### src/sv/rc4_pkg.sv
// shared constants and codes for the rc4 stream cipher
`timescale 1ns / 1ps

package rc4_pkg;

    // byte and table geometry
    localparam int BYTE_W      = 8;
    localparam int TABLE_DEPTH = 256;

    // configuration port geometry
    localparam int CFG_IDX_W   = 2;
    localparam int CFG_DATA_W  = 64;
    localparam int LEN_W       = 5;
    localparam int WORD_BYTES  = 8;

    // configuration register indexes
    localparam logic [CFG_IDX_W-1:0] CFG_KEY_LENGTH = 2'd0;
    localparam logic [CFG_IDX_W-1:0] CFG_KEY_LOW    = 2'd1;
    localparam logic [CFG_IDX_W-1:0] CFG_KEY_HIGH   = 2'd2;

    // key length after reset
    localparam logic [LEN_W-1:0] KEY_LENGTH_RESET = 5'd16;

endpackage

### src/sv/rc4_ram.sv
// generic simple dual port ram with registered read, read returns old data
`timescale 1ns / 1ps

module rc4_ram #(
    parameter int WIDTH = 8,
    parameter int DEPTH = 256
) (
    input  logic                     clk,
    input  logic                     we,
    input  logic [$clog2(DEPTH)-1:0] waddr,
    input  logic [WIDTH-1:0]         wdata,
    input  logic [$clog2(DEPTH)-1:0] raddr,
    output logic [WIDTH-1:0]         rdata
);

    logic [WIDTH-1:0] mem [DEPTH];

    // write port
    always_ff @(posedge clk)
    begin
        if (we)
        begin
            mem[waddr] <= wdata;
        end
    end

    // registered read port
    always_ff @(posedge clk)
    begin
        rdata <= mem[raddr];
    end

endmodule

### src/sv/rc4_stream_cipher_top.sv
// rc4 stream cipher: one permutation ram, key schedule and keystream sequencer
// a byte without the first flag runs P_RD_I, P_RD_J, P_RD_T, P_WR_J to the output register
// one byte at a time, set by the serial read/swap chain on the ram; P_WR_J waits out a stall
// a first-flag byte adds an identity fill, then K_RD_N, K_RD_A, K_WR_N, K_WR_A per table entry
// reset: control clears at once, then a fill sweep loads the identity permutation
// and no byte is accepted until it ends; configuration writes are taken at any time
`timescale 1ns / 1ps

module rc4_stream_cipher_top #(
    parameter int MAX_KEY_BYTES = 16
) (
    input  logic                            clk,
    input  logic                            rst_n,
    // input channel
    input  logic                            in_valid,
    output logic                            in_stall,
    input  logic [rc4_pkg::BYTE_W-1:0]      data_byte,
    input  logic                            first,
    // output channel
    output logic                            out_valid,
    input  logic                            out_stall,
    output logic [rc4_pkg::BYTE_W-1:0]      result_byte,
    // configuration write channel
    input  logic                            cfg_valid,
    output logic                            cfg_ready,
    input  logic [rc4_pkg::CFG_IDX_W-1:0]   cfg_index,
    input  logic [rc4_pkg::CFG_DATA_W-1:0]  cfg_data
);

    localparam int BW     = rc4_pkg::BYTE_W;
    localparam int LW     = rc4_pkg::LEN_W;
    localparam int AW     = $clog2(rc4_pkg::TABLE_DEPTH);
    localparam int KIDX_W = (MAX_KEY_BYTES > 1) ? $clog2(MAX_KEY_BYTES) : 1;
    localparam int WB     = rc4_pkg::WORD_BYTES;

    typedef enum logic [3:0] {
        FILL,
        IDLE,
        K_RD_N,
        K_RD_A,
        K_WR_N,
        K_WR_A,
        P_RD_I,
        P_RD_J,
        P_RD_T,
        P_WR_J
    } state_t;

    state_t              state_reg, state_next;
    logic [AW-1:0]       cnt_reg, cnt_next;
    logic                ksa_pend_reg, ksa_pend_next;
    logic [KIDX_W-1:0]   kidx_reg, kidx_next;
    logic [BW-1:0]       i_reg, i_next;
    logic [BW-1:0]       j_reg, j_next;
    logic [BW-1:0]       hold_reg, hold_next;
    logic [BW-1:0]       sj_reg, sj_next;
    logic [BW-1:0]       t_reg, t_next;
    logic [BW-1:0]       data_reg, data_next;
    logic                out_valid_reg, out_valid_next;
    logic [BW-1:0]       result_byte_reg, result_byte_next;

    logic [LW-1:0]       key_length_reg;
    logic [BW-1:0]       key_reg [MAX_KEY_BYTES];

    logic                ram_we;
    logic [AW-1:0]       ram_waddr;
    logic [BW-1:0]       ram_wdata;
    logic [AW-1:0]       ram_raddr;
    logic [BW-1:0]       ram_rdata;

    logic [LW-1:0]       len_eff;
    logic                kidx_wrap;
    logic [BW-1:0]       key_cur;
    logic [BW-1:0]       acc_sum;
    logic [BW-1:0]       ks;
    logic                out_free;
    logic                cfg_we;

    // permutation table
    rc4_ram #(
        .WIDTH (BW),
        .DEPTH (rc4_pkg::TABLE_DEPTH)
    ) u_perm (
        .clk   (clk),
        .we    (ram_we),
        .waddr (ram_waddr),
        .wdata (ram_wdata),
        .raddr (ram_raddr),
        .rdata (ram_rdata)
    );

    // configuration registers, key bytes kept only up to the supported length
    assign cfg_ready = 1'b1;
    assign cfg_we    = cfg_valid & cfg_ready;

    always_ff @(posedge clk or negedge rst_n)
    begin
        if (!rst_n)
        begin
            key_length_reg <= rc4_pkg::KEY_LENGTH_RESET;
            for (int b = 0; b < MAX_KEY_BYTES; b++)
            begin
                key_reg[b] <= '0;
            end
        end
        else if (cfg_we)
        begin
            if (cfg_index == rc4_pkg::CFG_KEY_LENGTH)
            begin
                key_length_reg <= cfg_data[LW-1:0];
            end
            for (int b = 0; b < MAX_KEY_BYTES; b++)
            begin
                if ((b < WB && cfg_index == rc4_pkg::CFG_KEY_LOW) ||
                    (b >= WB && cfg_index == rc4_pkg::CFG_KEY_HIGH))
                begin
                    key_reg[b] <= cfg_data[BW*(b & (WB-1)) +: BW];
                end
            end
        end
    end

    // effective key length, zero counts as one and long keys are clamped
    always_comb
    begin
        if (key_length_reg == '0)
        begin
            len_eff = LW'(1);
        end
        else if (key_length_reg > LW'(MAX_KEY_BYTES))
        begin
            len_eff = LW'(MAX_KEY_BYTES);
        end
        else
        begin
            len_eff = key_length_reg;
        end
    end

    assign kidx_wrap = (LW'(kidx_reg) == (len_eff - LW'(1)));
    assign key_cur   = key_reg[kidx_reg];
    assign acc_sum   = j_reg + ram_rdata + key_cur;

    // keystream byte, forwarding the two swap writes over the ram read
    always_comb
    begin
        if (t_reg == j_reg)
        begin
            ks = hold_reg;
        end
        else if (t_reg == i_reg)
        begin
            ks = sj_reg;
        end
        else
        begin
            ks = ram_rdata;
        end
    end

    assign out_free = !out_valid_reg || !out_stall;
    assign in_stall = (state_reg != IDLE);

    // sequencer next state and ram control
    always_comb
    begin
        state_next       = state_reg;
        cnt_next         = cnt_reg;
        ksa_pend_next    = ksa_pend_reg;
        kidx_next        = kidx_reg;
        i_next           = i_reg;
        j_next           = j_reg;
        hold_next        = hold_reg;
        sj_next          = sj_reg;
        t_next           = t_reg;
        data_next        = data_reg;
        out_valid_next   = out_valid_reg && out_stall;
        result_byte_next = result_byte_reg;
        ram_we           = 1'b0;
        ram_waddr        = cnt_reg;
        ram_wdata        = cnt_reg;
        ram_raddr        = cnt_reg;

        unique case (state_reg)
            // identity fill sweep
            FILL:
            begin
                ram_we    = 1'b1;
                ram_waddr = cnt_reg;
                ram_wdata = cnt_reg;
                cnt_next  = cnt_reg + 1'b1;
                if (cnt_reg == AW'(rc4_pkg::TABLE_DEPTH - 1))
                begin
                    state_next = ksa_pend_reg ? K_RD_N : IDLE;
                end
            end
            // wait for a byte
            IDLE:
            begin
                if (in_valid)
                begin
                    data_next = data_byte;
                    if (first)
                    begin
                        state_next    = FILL;
                        ksa_pend_next = 1'b1;
                        cnt_next      = '0;
                        kidx_next     = '0;
                        i_next        = '0;
                        j_next        = '0;
                    end
                    else
                    begin
                        state_next = P_RD_I;
                    end
                end
            end
            // key schedule: read s[n]
            K_RD_N:
            begin
                ram_raddr  = cnt_reg;
                state_next = K_RD_A;
            end
            // key schedule: update accumulator, read s[acc]
            K_RD_A:
            begin
                hold_next  = ram_rdata;
                j_next     = acc_sum;
                ram_raddr  = acc_sum;
                state_next = K_WR_N;
            end
            // key schedule: s[n] takes s[acc]
            K_WR_N:
            begin
                ram_we     = 1'b1;
                ram_waddr  = cnt_reg;
                ram_wdata  = ram_rdata;
                state_next = K_WR_A;
            end
            // key schedule: s[acc] takes old s[n]
            K_WR_A:
            begin
                ram_we    = 1'b1;
                ram_waddr = j_reg;
                ram_wdata = hold_reg;
                cnt_next  = cnt_reg + 1'b1;
                kidx_next = kidx_wrap ? '0 : kidx_reg + 1'b1;
                if (cnt_reg == AW'(rc4_pkg::TABLE_DEPTH - 1))
                begin
                    ksa_pend_next = 1'b0;
                    j_next        = '0;
                    state_next    = P_RD_I;
                end
                else
                begin
                    state_next = K_RD_N;
                end
            end
            // keystream: step i, read s[i]
            P_RD_I:
            begin
                i_next     = i_reg + 1'b1;
                ram_raddr  = i_reg + 1'b1;
                state_next = P_RD_J;
            end
            // keystream: step j, read s[j]
            P_RD_J:
            begin
                hold_next  = ram_rdata;
                j_next     = j_reg + ram_rdata;
                ram_raddr  = j_reg + ram_rdata;
                state_next = P_RD_T;
            end
            // keystream: s[i] takes s[j], read s[s[i]+s[j]]
            P_RD_T:
            begin
                sj_next    = ram_rdata;
                t_next     = hold_reg + ram_rdata;
                ram_we     = 1'b1;
                ram_waddr  = i_reg;
                ram_wdata  = ram_rdata;
                ram_raddr  = hold_reg + ram_rdata;
                state_next = P_WR_J;
            end
            // keystream: s[j] takes old s[i], combine and hand off
            P_WR_J:
            begin
                ram_we    = 1'b1;
                ram_waddr = j_reg;
                ram_wdata = hold_reg;
                ram_raddr = t_reg;
                if (out_free)
                begin
                    out_valid_next   = 1'b1;
                    result_byte_next = data_reg ^ ks;
                    state_next       = IDLE;
                end
            end
            default:
            begin
                state_next = IDLE;
            end
        endcase
    end

    // state and registered outputs
    always_ff @(posedge clk or negedge rst_n)
    begin
        if (!rst_n)
        begin
            state_reg     <= FILL;
            cnt_reg       <= '0;
            ksa_pend_reg  <= 1'b0;
            kidx_reg      <= '0;
            i_reg         <= '0;
            j_reg         <= '0;
            out_valid_reg <= 1'b0;
        end
        else
        begin
            state_reg     <= state_next;
            cnt_reg       <= cnt_next;
            ksa_pend_reg  <= ksa_pend_next;
            kidx_reg      <= kidx_next;
            i_reg         <= i_next;
            j_reg         <= j_next;
            out_valid_reg <= out_valid_next;
        end
    end

    // payload registers
    always_ff @(posedge clk)
    begin
        hold_reg        <= hold_next;
        sj_reg          <= sj_next;
        t_reg           <= t_next;
        data_reg        <= data_next;
        result_byte_reg <= result_byte_next;
    end

    assign out_valid   = out_valid_reg;
    assign result_byte = result_byte_reg;

    // the table is left alone while waiting for a byte
    a_no_write_idle: assert property (@(posedge clk) disable iff (!rst_n)
        state_reg == IDLE |-> !ram_we)
        else $error("permutation table written while idle");

    // a byte without the first flag goes straight to the keystream step
    a_plain_byte: assert property (@(posedge clk) disable iff (!rst_n)
        in_valid && !in_stall && !first |=> state_reg == P_RD_I)
        else $error("plain byte did not start a keystream step");

    // key schedule leaves j cleared and moves on to the pending byte
    a_ksa_end: assert property (@(posedge clk) disable iff (!rst_n)
        state_reg == K_WR_A && cnt_reg == AW'(rc4_pkg::TABLE_DEPTH - 1)
        |=> state_reg == P_RD_I && j_reg == '0)
        else $error("key schedule did not hand over cleanly");

    // i advances by exactly one per keystream step
    a_i_step: assert property (@(posedge clk) disable iff (!rst_n)
        state_reg == P_RD_I |=> i_reg == $past(i_reg) + 8'd1)
        else $error("index i did not advance by one");

endmodule

### config.mk
export PLATFORM = sky130hd
export DESIGN_NAME = rc4_stream_cipher_top
export DESIGN_NICKNAME = d
export VERILOG_FILES = /design/src/sv/rc4_pkg.sv /design/src/sv/rc4_ram.sv /design/src/sv/rc4_stream_cipher_top.sv
export SDC_FILE = /design/constraint.sdc
export NUM_CORES = 2
export LEC_CHECK = 0
export BUFFER_PORTS_ARGS = -buffer_cell sky130_fd_sc_hd__buf_2
export CAP_MARGIN = 0
export CORE_MARGIN = 5
export CORE_UTILIZATION = 30
export CTS_BUF_LIST = sky130_fd_sc_hd__clkbuf_8
export CTS_CLUSTER_DIAMETER = 100
export DETAILED_ROUTE_END_ITERATION = 7
export SYNTH_ARGS = -nofsm -noshare
export SYNTH_HDL_FRONTEND = slang
export SYNTH_SLANG_ARGS = --single-unit
### constraint.sdc
create_clock -name clk -period 9 [get_ports clk]
set_input_delay 1.8 -clock clk [delete_from_list [all_inputs] [get_ports clk]]
set_output_delay 1.8 -clock clk [all_outputs]
set_load 0.03 [all_outputs]
==> flow_summary.ini <==
[grt]
gr-total-overflow = 0
grt_use_total_pct = 17.08
globalRoute.busiestLayer = met2
grt_pass1_wl_um = 414600
use_met1_pct = 22.03
grt_use_met3_pct = 4.043
use_met2_pct = 26.74
antenna_found_initial = 17
grt_pass1_vias = 58440
grt_max_degree = 233

[outcome]
violations = slew limit
outcome = finished with violations

[yosys]
synthMostInstantiatedCell = edfxtp_1
synth_common_cells = edfxtp_1 (2088), nand2_1 (1553), nand3_1 (424), nor2_1 (319), mux2i_1 (237)
avgSynthCellArea_um2 = 13.73
async_reset_ff_share_pct = 7.380
synth_nets = 6911
ys_warn_count = 0
netlist_area_um2 = 93400
synth_top_area_share_pct = 67.13
synth-main-ff-cell = edfxtp_1
synth_edf_count = 2088
synth_seq_cells = 2263
netlist-cell-type-count = 106
synth.largest_area_cell = edfxtp_1
syn_inst = 6803
ys_seq_area_share_pct = 71.78
synth_area_leaders = edfxtp_1 (67%), nand2_1 (6.2%), dfrtp_1 (4.4%)

[drt]
drt-vias-per-instance = 5.351
dr.pass1.iters = 8
vias = 60620
drt_wl_total_um = 287900
ant_nets = 0
drc = 0
wl_per_cell_um = 25.42
drt_iter0_drc = 7927

[placement]
pre_cts_slack_ns = 1.831
gp_congestion = 0.9127
numPortBuffers = 89
dp.cells = 10680
dp.final_hpwl_um = 169300

[sta]
setup_ws_ns = 1.614
finalCriticalPeriod_ns = 7.386
rsz0062_at_grt = false
final.setup.tns_ns = 0
slew_headroom_pct = -3.922
finalSetupViolCount = 0
slew_violations = 64
worst_pin_slew_ns = 1.559
finalCritPeriodShare_pct = 82.07
fmax_mhz = 135.4
finalClockSkew_ns = 0.1090
hold_viol_final = 0

[min_path]
hp-class = register to register
hold_start = key_reg[15]

[clock_network]
cts_setup_buffers = 0
cts.repair.resized = 0
clk_latency_ns = 1.02
cts_tree = done
cts.sinks = 2263
holdBufCountCts = 0
numCtsBuffers = 355
clockRootBuffer = clkbuf_8
clkTransAtPathRegs_ns = 0.07
htreeDepth = 5
clk_path_buf_depth = 4

[setup_path]
cpPeakStageDelay_ns = 1.03
cp-start-kind = register
endpoint_kind = register
rr_startpoint = kidx_reg[0]
path_buf_inv = 2
required_ns = 9.91
crit_family = compound AO/OA/AOI/OAI gates
path_class = register to register
worstPathArrival_ns = 8.29
crit_path_cell_trace = buf_4 > mux4_2 > mux4_2 > ha_1 > o21ai_0 > o21a_1 > or3_1 > a21boi_0 > o32ai_4 > nand2_1 > buf_4 > nor3_1 > a31oi_1 > nor3b_1 > o22ai_1 > a221o_1
cp_slowest_cell = a21boi_0
worstPathMaxFanout = 25
worstSetupStartpoint = kidx_reg[0]

[power_and_ir_drop]
p_leak_nw = 35.86
powerDensity_nw_per_um2 = 389.8
ir_drop_uv = 442.3

[floorplanning]
die_h_um = 568.0
core-area_um2 = 309400
die_w_um = 568.0
die_area_um2 = 322600
start_util_pct = 30.19
num_rows = 204
io_pins = 91

[cells_and_area]
largest_reg_flops = 2048
area_growth_pct = 12.10
instances_no_fill = 11330
nNetsFinal = 7023
layout-drive-gt1-share_pct = 12.53

[job]
maxCapViolations = 0
## per-stage QoR
stage | power (W) | hold slack [ns] | area [um^2] | util (%)
2_1_floorplan | 0.02529 | 0.4704 | 93400 | -
3_3_place_gp | 0.03217 | 0.4810 | 98140 | 31.73
3_5_place_dp | 0.03236 | 0.4901 | 98150 | 31.73
4_1_cts | 0.04052 | 0.5027 | 104700 | 33.83
5_1_grt | 0.04228 | 0.5217 | 104700 | 33.84
6_report | 0.04082 | 0.5001 | 104700 | 33.85
## cell type report
type / instances / area (um^2)
clock inverter: 263 / 1410
inverter: 12 / 45.04
sequential: 2263 / 67040
fill: 30000 / 204700
timing repair buffer: 229 / 1866
antenna: 15 / 37.54
clock buffer: 371 / 5106
multi-input combinational: 4054 / 24040
tap: 4120 / 5155
## worst register-to-register path: cells and delay by family, from the launching register on
| family | cells | cell delay [ns] |
|---|---|---|
| AND/OR/NAND/NOR | 4 | 1.30 |
| adder cells (fa/ha/maj) | 1 | 0.37 |
| flip-flops | 1 | 0.87 |
| multiplexers | 2 | 1.07 |
| AO/OA/AOI/OAI | 7 | 2.93 |
| buffers and inverters | 2 | 0.80 |
## cells in the final DEF (no fill, tap or decap), types with 129 or more instances in the layout
master,count
a21oi_1,194
a221oi_1,129
clkbuf_8,371
dfrtp_1,165
edfxtp_1,2088
mux2_2,137
mux2i_1,237
nand2_1,1553
nand3_1,424
nor2_1,318
## path summary, 6_finish.rpt
check | to | slack, ns | depth (start not counted)
worst max-delay path | u_perm.rdata[0] | 1.61 | 16
worst min-delay path | key_reg[15] | 0.50 | 1
worst max register to register | u_perm.rdata[0] | 1.61 | 16
worst min register to register | key_reg[15] | 0.50 | 1
max in group asynchronous | kidx_reg[0] | 6.43 | 2
min in group asynchronous | key_reg[94] | 0.91 | 1
## routing by layer
metal	share of wire, %	wire length [um]
met5	0.015	44
met4	5.7	16360
met3	9.7	27860
met2	46	131800
met1	39	111800
## report_power, final
| group | switching [W] | total [W] | internal (W) |
|---|---|---|---|
| sequential | 0.000358 | 0.0136 | 0.0133 |
| combinational | 0.0139 | 0.0190 | 0.00511 |
| clock | 0.00412 | 0.00821 | 0.00410 |
| total | 0.0184 | 0.0408 | 0.0225 |
## logic make-up after synthesis
group	count (synthesis)	share of synthesized area, %
adder cells (fa/ha/maj)	28	0.3992
multiplexers	422	5.357
buffers and inverters	486	2.687
flip-flops	2263	71.78
XOR/XNOR	49	0.4595
AO/OA/AOI/OAI	902	7.088
other	1	0.004015
AND/OR/NAND/NOR	2652	12.23
Note: power is estimated with default switching activity, not from simulation.
